**src/rtl/core/crcv_pkg.sv**
```systemverilog
// ----------------------------------------------------------------------------
// crcv_pkg: shared types and constants of the CRC-checked record validator
// Item structs for both channels, the record-stage control struct, status
// codes and the record format constants.
// ----------------------------------------------------------------------------
package crcv_pkg;

	// Fixed record layout.
	localparam int unsigned MAGIC_BYTES = 8;
	localparam int unsigned HDR_TRL_BYTES = 24;

	// Record magic, first byte in the most significant lane.
	localparam logic [63:0] REC_MAGIC = 64'h4441_574D_4958_3031;

	localparam logic [31:0] CRC_POLY = 32'hEDB8_8320;
	localparam logic [31:0] CRC_INIT = 32'hFFFF_FFFF;

	localparam int unsigned MAX_PL_W = 25;
	localparam logic [MAX_PL_W-1:0] MAX_PL_RESET = 25'h010_0000;

	// Status codes, in priority order of the checks.
	localparam logic [2:0] ST_OK = 3'd0;
	localparam logic [2:0] ST_TOO_LARGE = 3'd1;
	localparam logic [2:0] ST_BAD_MAGIC = 3'd2;
	localparam logic [2:0] ST_BAD_LEN = 3'd3;
	localparam logic [2:0] ST_BAD_CRC = 3'd4;
	localparam logic [2:0] ST_ZERO_REV = 3'd5;

	typedef struct packed {
		logic [7:0] data_byte;
		logic       end_of_record;
	} in_item_t;

	typedef struct packed {
		logic [2:0]  status;
		logic [63:0] revision;
		logic [31:0] payload_length;
	} out_item_t;

	// Control handed from the top level to the record stage.
	typedef struct packed {
		logic       go;
		logic       last;
		logic [7:0] data_byte;
	} rec_step_t;

endpackage

```
**src/rtl/core/crcv_crc_byte.sv**
```systemverilog
// ----------------------------------------------------------------------------
// crcv_crc_byte: one-byte update of the reflected CRC-32
// Eight unrolled shift and conditional xor steps on the running remainder.
// ----------------------------------------------------------------------------
module crcv_crc_byte
	import crcv_pkg::*;
(
	input  logic [31:0] crc_cur,
	input  logic [7:0]  data_in,
	output logic [31:0] crc_nxt
);

	always_comb begin
		logic [31:0] c;
		c = crc_cur ^ {24'd0, data_in};
		for (int k = 0; k < 8; k++) begin
			c = (c >> 1) ^ (c[0] ? CRC_POLY : 32'd0);
		end
		crc_nxt = c;
	end

endmodule

```
**src/rtl/core/crcv_record.sv**
```systemverilog
// ----------------------------------------------------------------------------
// crcv_record: per-record state and final verdict
// Tracks byte count, magic match, header fields, the CRC and the four-byte
// trailer window, and forms the result item for the final byte.
// ----------------------------------------------------------------------------
module crcv_record
	import crcv_pkg::*;
(
	input  logic                clk,
	input  logic                arst_n,
	input  rec_step_t           step,
	input  logic [MAX_PL_W-1:0] max_payload,
	output out_item_t           verdict
);

	logic [31:0] cnt_q, cnt_d;
	logic        magic_q, magic_d;
	logic [63:0] rev_q, rev_d;
	logic [31:0] len_q, len_d;
	logic [31:0] crc_q, crc_d, crc_upd;
	logic [31:0] win_q, win_d;

	logic [25:0] limit;
	logic [31:0] trailer;
	logic        in_magic, in_rev, in_len;

	crcv_crc_byte u_crc (
		.crc_cur(crc_q),
		.data_in(win_q[31:24]),
		.crc_nxt(crc_upd)
	);

	assign in_magic = (cnt_q[31:3] == 29'd0);
	assign in_rev = (cnt_q[31:3] == 29'd1);
	assign in_len = (cnt_q[31:2] == 30'd4);

	always_comb begin
		magic_d = magic_q;
		if (in_magic && (step.data_byte != REC_MAGIC[{~cnt_q[2:0], 3'b000} +: 8])) begin
			magic_d = 1'b0;
		end

		rev_d = rev_q;
		for (int k = 0; k < 8; k++) begin
			if (in_rev && (cnt_q[2:0] == 3'(k))) begin
				rev_d[8*k +: 8] = rev_q[8*k +: 8] | step.data_byte;
			end
		end

		len_d = len_q;
		for (int k = 0; k < 4; k++) begin
			if (in_len && (cnt_q[1:0] == 2'(k))) begin
				len_d[8*k +: 8] = len_q[8*k +: 8] | step.data_byte;
			end
		end

		// Bytes reach the CRC only after leaving the trailer window.
		crc_d = (cnt_q[31:2] != 30'd0) ? crc_upd : crc_q;
		win_d = {win_q[23:0], step.data_byte};
		cnt_d = (&cnt_q) ? cnt_q : cnt_q + 32'd1;
	end

	always_comb begin
		limit = {1'b0, max_payload} + 26'(HDR_TRL_BYTES);
		trailer = {win_d[7:0], win_d[15:8], win_d[23:16], win_d[31:24]};

		verdict.revision = rev_d;
		verdict.payload_length = len_d;
		if (cnt_d > {6'd0, limit}) begin
			verdict.status = ST_TOO_LARGE;
		end else if ((cnt_d < 32'(HDR_TRL_BYTES)) || !magic_d) begin
			verdict.status = ST_BAD_MAGIC;
		end else if (len_d != cnt_d - 32'(HDR_TRL_BYTES)) begin
			verdict.status = ST_BAD_LEN;
		end else if (trailer != (crc_d ^ CRC_INIT)) begin
			verdict.status = ST_BAD_CRC;
		end else if (rev_d == 64'd0) begin
			verdict.status = ST_ZERO_REV;
		end else begin
			verdict.status = ST_OK;
		end
	end

	always_ff @(posedge clk or negedge arst_n) begin
		if (!arst_n) begin
			cnt_q <= 32'd0;
			magic_q <= 1'b1;
			rev_q <= 64'd0;
			len_q <= 32'd0;
			crc_q <= CRC_INIT;
			win_q <= 32'd0;
		end else if (step.go) begin
			if (step.last) begin
				cnt_q <= 32'd0;
				magic_q <= 1'b1;
				rev_q <= 64'd0;
				len_q <= 32'd0;
				crc_q <= CRC_INIT;
				win_q <= 32'd0;
			end else begin
				cnt_q <= cnt_d;
				magic_q <= magic_d;
				rev_q <= rev_d;
				len_q <= len_d;
				crc_q <= crc_d;
				win_q <= win_d;
			end
		end
	end

endmodule

```
**src/rtl/core/crc_checked_record_validator.sv**
```systemverilog
// ----------------------------------------------------------------------------
// crc_checked_record_validator: streaming check of CRC-framed records
// Input register, record stage, result register; one byte per unstalled cycle.
// ----------------------------------------------------------------------------
// The block takes one record byte per item and flags the final byte with
// end_of_record. It sustains one item per clock cycle unless stalled: each byte
// is captured in an input register, from which the record stage folds it into
// the byte count, header fields, trailer window and CRC. Only the final byte of
// a record yields a result item, which the record stage forms and which is
// loaded into the output register as that byte moves on. The output register
// lets the block keep taking bytes while a result waits to be taken; a stall
// on the output side only backs up into the input once a second final byte
// needs the output register. The result reports the first failing check in
// the order: record too large, bad magic or truncated, bad length field, CRC
// mismatch, zero revision. The payload limit register is written through
// cfg_we and cfg_wdata and should only be changed while no record is in flight.
module crc_checked_record_validator
	import crcv_pkg::*;
(
	input  logic                clk,
	input  logic                arst_n,
	input  logic                in_valid,
	output logic                in_ready,
	input  in_item_t            in_item,
	output logic                out_valid,
	input  logic                out_ready,
	output out_item_t           out_item,
	input  logic                cfg_we,
	input  logic [MAX_PL_W-1:0] cfg_wdata
);

	logic                in_valid_s1;
	in_item_t            in_item_s1;
	logic                advance;
	logic                out_valid_q;
	out_item_t           out_item_q;
	logic [MAX_PL_W-1:0] max_payload_q;
	rec_step_t           step;
	out_item_t           verdict;

	// A byte in the input register moves on unless it closes a record while the
	// output register holds an earlier result that is not being taken.
	assign advance = in_valid_s1 && (!in_item_s1.end_of_record || !out_valid_q || out_ready);
	assign in_ready = !in_valid_s1 || advance;

	assign step.go = advance;
	assign step.last = in_item_s1.end_of_record;
	assign step.data_byte = in_item_s1.data_byte;

	crcv_record u_record (
		.clk(clk),
		.arst_n(arst_n),
		.step(step),
		.max_payload(max_payload_q),
		.verdict(verdict)
	);

	always_ff @(posedge clk or negedge arst_n) begin
		if (!arst_n) begin
			max_payload_q <= MAX_PL_RESET;
		end else if (cfg_we) begin
			max_payload_q <= cfg_wdata;
		end
	end

	always_ff @(posedge clk or negedge arst_n) begin
		if (!arst_n) begin
			in_valid_s1 <= 1'b0;
		end else if (in_ready) begin
			in_valid_s1 <= in_valid;
		end
	end

	always_ff @(posedge clk) begin
		if (in_ready && in_valid) begin
			in_item_s1 <= in_item;
		end
	end

	always_ff @(posedge clk or negedge arst_n) begin
		if (!arst_n) begin
			out_valid_q <= 1'b0;
		end else if (advance && in_item_s1.end_of_record) begin
			out_valid_q <= 1'b1;
		end else if (out_ready) begin
			out_valid_q <= 1'b0;
		end
	end

	always_ff @(posedge clk) begin
		if (advance && in_item_s1.end_of_record) begin
			out_item_q <= verdict;
		end
	end

	assign out_valid = out_valid_q;
	assign out_item = out_item_q;

endmodule

```
**config.mk**
```make
export PLATFORM = sky130hd
export DESIGN_NAME = crc_checked_record_validator
export DESIGN_NICKNAME = d
export VERILOG_FILES = /design/src/rtl/core/crcv_pkg.sv /design/src/rtl/core/crcv_crc_byte.sv /design/src/rtl/core/crcv_record.sv /design/src/rtl/core/crc_checked_record_validator.sv
export SDC_FILE = /design/constraint.sdc
export NUM_CORES = 1
export LEC_CHECK = 0
export BUFFER_PORTS_ARGS = -buffer_cell sky130_fd_sc_hd__clkbuf_2
export CAP_MARGIN = 20
export CELL_PAD_IN_SITES_DETAIL_PLACEMENT = 2
export CELL_PAD_IN_SITES_GLOBAL_PLACEMENT = 2
export CORE_MARGIN = 10
export CORE_UTILIZATION = 36
export DETAILED_ROUTE_END_ITERATION = 12
export HOLD_SLACK_MARGIN = 0.15
export PLACE_DENSITY = 0.86
export REMOVE_ABC_BUFFERS = 1
export SLEW_MARGIN = 20
export SYNTH_ARGS = -nofsm -noshare
export SYNTH_HDL_FRONTEND = slang
export SYNTH_SLANG_ARGS = --single-unit
```
**constraint.sdc**
```tcl
create_clock -name clk -period 4.6 [get_ports clk]
set_clock_uncertainty 0.2 [all_clocks]
set_input_delay 0.23 -clock clk [delete_from_list [all_inputs] [get_ports clk]]
set_output_delay 0.23 -clock clk [all_outputs]
set_load 0.005 [all_outputs]
```
==> results.ini <==
[outcome]
status=finished with violations
violations=negative setup slack

[power]
total_power_uw=9610
power_density_nw_per_um2=424
p_switching_uw=3400
clkPwrFrac_pct=34.4
power.internal_uw=6210
sequentialPowerShare_pct=36.9
p_leak_uw=0.0110
combPwrFrac_pct=28.6
swShare_pct=35.4
ir_worst_vdd_uv=267

[place]
hpwl_um=53300
routabilityCongestion=0.952
dp.cells=2672
io_buffers=139

[clock_network]
htreeDepth=2
cts_sinks=328
numCtsBuffers=40
cts_tree=built
clkTransAtPathRegs_ns=0.06
insertion_delay_ns=0.59
cts_root_buf=clkbuf_16
cts_buffer_depth=3

[finish]
diodes=0
final_cells=2797
layout-area-overhead-vs-synth_pct=24.1
drive_above_1_share_pct=23.5
final_nets=2168
nFillCells=5130
postLayoutCoreUtil_pct=45.2

[hold_path]
hp-class=in2reg

[global_route]
grt_use_met2_pct=45.7
grt_usage_pct=26.1
busiest_layer=met2
met1_usage_pct=30.3
overflow=0
use_met3_pct=3.95
grt_max_degree=105
grt_antenna_before_repair=0
grt_pass1_wl_um=121000
grt_pass1_vias=18900

[routing]
post_drt_wl_per_cell_um=30.2
via_per_inst=6.11
drt_iter0_drc=1458
drc=0
ant_nets=0
wirelength_um=84600
first_pass_iters=5
vias=17100

[die]
die_x_um=245
initial_core_util_pct=36.4
die_h_um=245
dieArea_um2=60200
io-pin-count=140
coreArea_um2=50200
num_rows=82

[timing]
timing.fmax_mhz=211
fin_ws_ns=-0.135
period_needed_ns=4.74
rsz0062_at_grt=true
relSlewSlack_pct=36.7
tightest_slew_ns=0.943
final_max_slew_viol_count=0
setup_viol=3
hold_ws_ns=0.185
post-route-period-util_pct=103
final-hold-violation-count=0
fin_setup_tns_ns=-0.307

[job]
maxCapViolCount=0

[yosys]
ys_warn_count=0
async_flop_share_pct=67.1
ys_ff_latch=328
synth-main-ff-cell=dfrtp_1
synth-seq-area-share_pct=48.1
synth_most_common_cell=dfrtp_1
synth_area_leader_cell=dfrtp_1
synth_top_area_share_pct=25.5
synth_commonest_cells=186 x dfrtp_1, 161 x nand2_1, 137 x nor2_1
synth_edf_count=108
synth_cell_types=89
ys_top_cells_by_area=dfrtp_1 25%, edfxtp_1 18%, xnor2_1 5.5%, dfstp_2 4.9%, nand2_1 3.3%
synth_area_um2=18300
syn_area_per_cell_um2=10.0
syn-instance-count=1827

[setup_path]
critPathLaunchType=register
critPathKind=reg2reg
cp_max_fo=5
cp_slowest_cell=xnor2_1
cp.required_ns=4.85
critical_path.cell_chain=xnor2_1 > xnor2_1 > xor2_1 > nor2_1 > a2111oi_0 > o21ai_0 > nor4_1 > nand4_1 > o22ai_1 > nor4_1 > o21ai_1
crit_arrival_ns=4.98
crit_path_end_kind=register
cpPeakStageDelay_ns=0.77

[critical path: cells and delay by family (launching register included)]
kind,cells,cell delay (ns)
AOI/OAI and AO/OA,4,1.50
and+or+nand+nor,4,0.77
DFF,1,0.41
xor gates and xnor gates,3,1.74
[registers in the layout, indices dropped and copies added, names as in the netlist]
signal and flops:
in_valid_s1 1, u_record.len_q 32, u_record.magic_q 1, out_item 99, u_record.rev_q 64, in_item_s1 9, out_valid 1, u_record.cnt_q 32
u_record.crc_q 32, max_payload_q 25, u_record.win_q 32
[metrics by stage]
stage / area [um^2] / worst slack, ns
2_1_floorplan: 17800 / -3.98
3_3_place_gp: 20500 / 0.0202
3_5_place_dp: 20500 / -0.161
4_1_cts: 22400 / 0.0148
5_1_grt: 22700 / -0.185
6_report: 22700 / -0.135
[cells by family after synthesis]
family,after synthesis,synth area share (%)
flops,328,48.1
fa+ha+maj,36,2.46
simple gates,588,16.3
compound gates,428,15.8
xor+xnor,193,10.2
mux,43,2.52
buf+inv,211,4.70
[final timing paths]
path / depth (start not counted) / start / slack [ns] / to
max: 11 / u_record.win_q[30] / -0.14 / out_item[96]
min: 2 / in_item[5] / 0.18 / in_item_s1[5]
max reg2reg: 11 / u_record.win_q[30] / -0.14 / out_item[96]
min reg2reg: 2 / u_record.win_q[24] / 0.32 / u_record.win_q[24]
max in group asynchronous: 3 / arst_n / 3.29 / u_record.len_q[21]
min in group asynchronous: 2 / arst_n / 0.20 / u_record.crc_q[22]
[power by group through the flow]
stage	Combinational (uW)	Sequential, uW	Clock (uW)
after global placement	2290	3540	0
after CTS	2610	3530	3320
after global routing	2890	3570	3460
after detailed placement	2440	3570	0
final	2750	3550	3310
after floorplan	1620	3520	0
[per-layer routing]
layer | up-vias | wire length (um)
li1 | 7105 | -
met1 | 8913 | 32700
met2 | 796 | 42500
met3 | 282 | 4670
met4 | 0 | 4750
met5 | - | 0
[layout make-up]
type / instances / area [um^2] / share of cell area [%]
clock buffer: 50 / 1070 / 4.71
clock inverter: 24 / 256 / 1.13
multi-input combinational: 1288 / 8950 / 39.4
inverter: 92 / 352 / 1.55
timing repair buffer: 343 / 2420 / 10.7
sequential: 328 / 8800 / 38.8
tap: 672 / 841 / 3.71
[cell usage in the layout, fill, tap and decap left out, drive strengths merged, types with 25 or more instances in the layout]
cell type,Yosys,routed
nand3,65,65
edfxtp,108,108
inv,92,95
nand2,162,162
nand4,43,43
a21o,46,46
o21ai,103,103
mux2,25,25
dfrtp,186,186
clkbuf,92,188
nor2,137,137
a21oi,106,106
nor3,43,43
dfstp,34,34
buf,27,163
dlygate4sd3,0,42
ha,36,36
o211a,37,37
xnor2,115,115
xor2,66,66
nor4,37,37
[what timing repair did]
action / in CTS / in global routing
resized for setup: 10 / 55
setup buffers: 1 / 7
setup endpoints to repair: 3 / 3
hold endpoints to repair: 168 / 0
pin swaps: 1 / 12
hold buffers: 43 / 0
Note: power is estimated with default switching activity, not from simulation.
